[config.mk]
export PLATFORM = sky130hd
export DESIGN_NAME = ema_alert_ctrl
export DESIGN_NICKNAME = d
export VERILOG_FILES = /design/src/rtl/ema_alert_pkg.sv /design/src/rtl/ema_alert_ctrl.sv
export SDC_FILE = /design/constraint.sdc
export NUM_CORES = 1
export LEC_CHECK = 0
export ABC_AREA = 1
export BUFFER_PORTS_ARGS = -buffer_cell sky130_fd_sc_hd__buf_2
export CAP_MARGIN = 20
export CORE_AREA = 2 2 39 41
export DETAILED_ROUTE_END_ITERATION = 16
export DIE_AREA = 0 0 41 43
export PLACE_DENSITY = 0.36
export SLEW_MARGIN = 20
export SYNTH_ARGS = -nofsm -noshare
export SYNTH_HDL_FRONTEND = slang
export SYNTH_SLANG_ARGS = --single-unit
[constraint.sdc]
create_clock -name clk -period 1.05 [get_ports clk]
set_input_delay 0.315 -clock clk [delete_from_list [all_inputs] [get_ports clk]]
set_output_delay 0.315 -clock clk [all_outputs]
set_load 0.1 [all_outputs]
[src/rtl/ema_alert_pkg.sv]
// Shared types, codes and helpers for the per-channel moving average alert block.
`timescale 1ns / 1ps

package ema_alert_pkg;

	// command codes on the cmd port
	localparam logic [1:0] CMD_RECORD = 2'd0;
	localparam logic [1:0] CMD_QUERY  = 2'd1;
	localparam logic [1:0] CMD_CLEAR  = 2'd2;
	localparam logic [1:0] CMD_NOP    = 2'd3;

	// reason codes
	localparam logic [1:0] RSN_NONE       = 2'd0;
	localparam logic [1:0] RSN_FACTUALITY = 2'd1;
	localparam logic [1:0] RSN_REFUSAL    = 2'd2;
	localparam logic [1:0] RSN_LATENCY    = 2'd3;

	// configuration register indexes
	localparam logic [1:0] CFG_ALPHA     = 2'd0;
	localparam logic [1:0] CFG_MIN_COUNT = 2'd1;
	localparam logic [1:0] CFG_LEVEL     = 2'd2;

	// Q1.16 unity and counter ceiling
	localparam logic [16:0] ONE_Q16 = 17'd65536;
	localparam logic [31:0] CNT_MAX = 32'hFFFF_FFFF;

	// register reset values
	localparam logic [16:0] ALPHA_RST = 17'd6554;
	localparam logic [31:0] MIN_RST   = 32'd10;
	localparam logic [16:0] LEVEL_RST = 17'd32768;

	// one channel entry of the table
	typedef struct packed {
		logic        valid;
		logic [15:0] avg;
		logic [15:0] prev;
		logic [31:0] samples;
		logic [31:0] fact;
		logic [31:0] refu;
		logic [31:0] lat;
	} entry_t;

	// controller to datapath commands
	typedef struct packed {
		logic load;      // capture input word, read table
		logic exec;      // update entry and register the result
		logic sweep;     // invalidate one entry, step sweep pointer
		logic zero_res;  // register an all-zero result
	} dp_ctl_t;

	// datapath to controller status
	typedef struct packed {
		logic in_clear;    // word on the input is a clear
		logic sweep_last;  // sweep pointer at last entry
	} dp_sts_t;

	// saturating increment
	function automatic logic [31:0] sat_inc(input logic [31:0] v);
		logic [31:0] r;
		r = (v == CNT_MAX) ? v : v + 32'd1;
		return r;
	endfunction

endpackage

[src/rtl/ema_alert_ctrl.sv]
// Sequencer for the moving average block: start-up sweep, update and clear.
`timescale 1ns / 1ps

module ema_alert_ctrl
	import ema_alert_pkg::*;
(
	input  logic    clk,
	input  logic    arst_n,
	input  logic    start,
	input  dp_sts_t sts,
	output dp_ctl_t ctl,
	output logic    busy,
	output logic    done
);

	typedef enum logic [1:0] {
		ST_INIT,
		ST_IDLE,
		ST_EXEC,
		ST_SWEEP
	} state_t;

	state_t state_q;
	logic   done_q;

	// state and result strobe
	always_ff @(posedge clk or negedge arst_n) begin
		if (!arst_n) begin
			state_q <= ST_INIT;
			done_q  <= 1'b0;
		end else begin
			done_q <= 1'b0;
			case (state_q)
				ST_INIT: begin
					if (sts.sweep_last)
						state_q <= ST_IDLE;
				end
				ST_IDLE: begin
					if (start)
						state_q <= sts.in_clear ? ST_SWEEP : ST_EXEC;
				end
				ST_EXEC: begin
					done_q  <= 1'b1;
					state_q <= ST_IDLE;
				end
				ST_SWEEP: begin
					if (sts.sweep_last) begin
						done_q  <= 1'b1;
						state_q <= ST_IDLE;
					end
				end
				default: state_q <= ST_INIT;
			endcase
		end
	end

	// datapath commands
	always_comb begin
		ctl          = '0;
		ctl.load     = (state_q == ST_IDLE) && start;
		ctl.exec     = (state_q == ST_EXEC);
		ctl.sweep    = (state_q == ST_INIT) || (state_q == ST_SWEEP);
		ctl.zero_res = (state_q == ST_SWEEP) && sts.sweep_last;
	end

	assign busy = (state_q != ST_IDLE);
	assign done = done_q;

endmodule

# --- Word level (Yosys, flattened, before mapping) ---
# Index checks and enable logic that the tools add are counted.
word_totals:
  latch_bits: 0
  ram_bits: 0
  mem_count: 0
  mem_bits_ro: 0
  register_bits: 3
classes:
  magnitude_cmp: 0
  reduce_logical: 6
  add_sub_neg: 0
  div: 0
  multipliers: 0
  n_mux: 6
  n_eq_ne: 6
  shift: 0
  bitwise: 0
op_table:
  columns: ["operator", "count"]
  rows:
  - ["2-bit case mux with 3 select lines", 1]
  - ["2-bit == test, second input constant", 2]
  - ["2-bit 2-to-1 mux", 2]
  - ["2-bit by 1-bit != test with 1-bit output, second input constant", 2]
  - ["2-bit by 1-bit == test with 1-bit output, second input constant", 1]
  - ["1-bit logical AND", 2]
  - ["2-bit logical NOT", 1]
  - ["1-bit 2-to-1 mux", 2]
  - ["2-bit != test, second input constant", 1]
  - ["1-bit case mux with 2 select lines", 1]
  - ["2-bit AND reduction", 1]
  - ["2-bit OR reduction", 1]
  - ["1-bit logical OR", 1]

# --- Longest topological paths before layout ---
logic_depth:
  ltp_word: 4
  mapped_depth: 6
  ltp_nobuf: 6

# --- Worst setup path before layout ---
# OpenSTA, ideal clock, no wires.
synth_path:
  kind: "reg2reg"
  from: "register state_q[0]"
  to: "register state_q[0]"
  path_slack_ps: -705
  synth_period_minus_slack_ps: 1755
  path_stages_with_launch: 6
  arrival_ps: 1638
  setup_ps: 117
  cell_sequence: "dfrtp_1 -> inv_1 -> ha_1 -> nand2_1 -> nand3_1 -> nand2_1"
synth_between:
  elab_chain_cells: 4
synth_lines:
  columns: ["item", "line", "rtl"]
  rows:
  - ["from (decl)", "ema_alert_ctrl.sv:23", "state_t state_q;"]
  - ["from (signal assigned)", "ema_alert_ctrl.sv:40", "state_q <= sts.in_clear ? ST_SWEEP : ST_EXEC;"]
  - ["2-bit == test / 2-bit logical NOT (equally long branches)", "ema_alert_ctrl.sv:33", "case (state_q)"]
  - ["2-bit OR reduction (no line)", null, null]
  - ["2-bit by 1-bit != test with 1-bit output (no line)", null, null]
  - ["2-bit AND reduction (no line)", null, null]
# Parallel ways exist; a longest one is shown, timed or not.
# A chain may end at the register's enable or synchronous reset.

==> impl_metrics.json <==
{
  "final_common_cell": "nand2_1",
  "core_sq_um": 1380,
  "drtPass1Iterations": 4,
  "routed_wl_um": 569,
  "synth.area.mux_share": 0,
  "insertion_delay_ns": 0.23,
  "fin_ws_ns": -0.470,
  "period_share": 1.45,
  "mostFrequentLayoutCells": "nand2_1, buf_12, inv_1, buf_2",
  "die_h_um": 43,
  "drc_errors": 0,
  "cts-root-buf": "clkbuf_4",
  "cp-start-kind": "flop",
  "antenna_left": 0,
  "post_synth.cell_area_avg_sq_um": 7.46,
  "clk_pin_slew_ns": 0.04,
  "cp-end-kind": "primary output",
  "place.gp.congestion": 0.675,
  "area_growth_pct": 143,
  "vias_per_cell": 3.78,
  "worstMarginPinSlew_ns": 0.132,
  "dpl_cell_area_sq_um": 410,
  "critical_path_class": "reg2out",
  "rsz0062_at_grt": "yes",
  "die_x_um": 41,
  "grt_max_degree": 5,
  "slew_headroom": 0.912,
  "crit_fanout": 4,
  "synthCells": 28,
  "setup_viol": 9,
  "synth_top_cell_area_share": 0.359,
  "grt.total_usage": 0.0884,
  "initial_core_util": 0.151,
  "cts_tree": "built",
  "antennaDiodeCount": 0,
  "via_count": 242,
  "drv_slew": 0,
  "yosys.area.top_type": "dfrtp_1",
  "drive_above_1_share": 0.604,
  "cts_max_level": 1,
  "ys_seq_elements": 3,
  "timing.fmax_mhz": 658,
  "num_rows": 14,
  "finalClockSkew_ns": 0.000284,
  "nFillCells": 146,
  "worstSetupStartpoint": "state_q[0]",
  "status": "complete, but fails checks",
  "synth-compound-area-share": 0,
  "wire_per_inst_um": 8.89,
  "yosysSeqAreaShare": 0.359,
  "yosys-top-cells-area": "dfrtp_1, ha_1, nand2_1, inv_1, nand3_1",
  "num-nets-final": 58,
  "seqCellArea_sq_um": 77.6,
  "yosysWarnings": 0,
  "io_pins": 11,
  "required_ns": 0.73,
  "multi_input_area_sq_um": 151,
  "clock-sinks": 3,
  "maxCapViolCount": 0,
  "fin_tns_setup_ns": -2.56,
  "yosysUniqueCellTypes": 6,
  "yosys.area_share.xor_xnor": 0,
  "fin_crit_ns": 1.52,
  "drt_iter0_markers": 5,
  "synth_top_family_by_area": "simple AND/OR/NAND/NOR gates",
  "grt_pass1_wl_um": 1010,
  "reg2regPathDepth": 6,
  "grt_pass1_vias": 271,
  "hp-class": "in2async",
  "die_area_sq_um": 1760,
  "portBuffers": 10,
  "numCtsBuffers": 3,
  "stdcell_area_sq_um": 508,
  "violations": "setup timing",
  "worstReg2RegStart": "state_q[1]",
  "arrival_ns": 1.20,
  "hpwl_um": 360,
  "antenna_found_initial": 0,
  "clock_path_buffers": 2,
  "synth_simple_gate_area_frac": 0.257,
  "synth_nets": 37,
  "syn_area_sq_um": 209,
  "grt-ovfl-total": 0,
  "synth_fa_ha_area_frac": 0.240,
  "hold_viol_final": 0
}
cell usage after synthesis (all sizes together):
cell type and count:
dfrtp 3, ha 4, inv 8, nand2 10, nand3 2, or2 1
path summary, 6_finish.rpt:
path / endpoint / slack [ns]
setup / recovery: ctl[0] / -0.47
hold / removal: state_q[0] / 0.40
setup reg to reg: state_q[1] / -0.13
hold reg to reg: state_q[1] / 0.65
max in group asynchronous: done / 0.53
min in group clk: state_q[0] / 0.41
stage by stage:
stage               instances  hold WS (ns)   util  worst slack [ns]
floorplan                  28        0.0194      -            -0.446
global placement           58         0.112  0.297            -0.305
detailed placement         58         0.112  0.297            -0.310
CTS                        64         0.398  0.363            -0.479
global route               64         0.404  0.367            -0.506
finish                     64         0.404  0.367            -0.470
metal layers:
layer | GRT usage | part of all wire | vias to the layer above
li1 | - | - | 121
met1 | 0.0774 | 0.37 | 108
met2 | 0.141 | 0.54 | 11
met3 | 0.0262 | 0.065 | 2
met4 | 0.0933 | 0.030 | 0
met5 | 0 | 0 | -
critical path: stages (launching register included):
cell and delay (ns):
dfrtp_2 0.44, buf_6 0.13, ha_4 0.15, nand2_2 0.05, inv_2 0.04, buf_12 0.15
registers in the layout, indices dropped and copies added, names as in the netlist:
register  flops
done          1
state_q       2
final cells by class:
cell class,instances,area share
clock buffers,4,0.0517
inverters,8,0.0739
multi-input cells,17,0.298
flip-flops and latches,3,0.153
well taps,16,0.0394
repair buffers,16,0.384
cells by family (layout without fill, tap and decap cells):
logic type | count (synthesis) | after routing
flops | 3 | 3
buf+inv | 8 | 28
fa+ha+maj | 4 | 4
simple gates | 13 | 13
what timing repair did:
item / CTS / global route
pin swaps: 3 / 2
resized for setup: 12 / 1
hold buffers: 1 / 0
setup endpoints to repair: 9 / 9
setup buffers: 1 / 0
endpoints found under the hold margin: 3 / 0
Power is not shown: default switching activity piles up to over one toggle a cycle in this logic, so the estimate is an artifact.
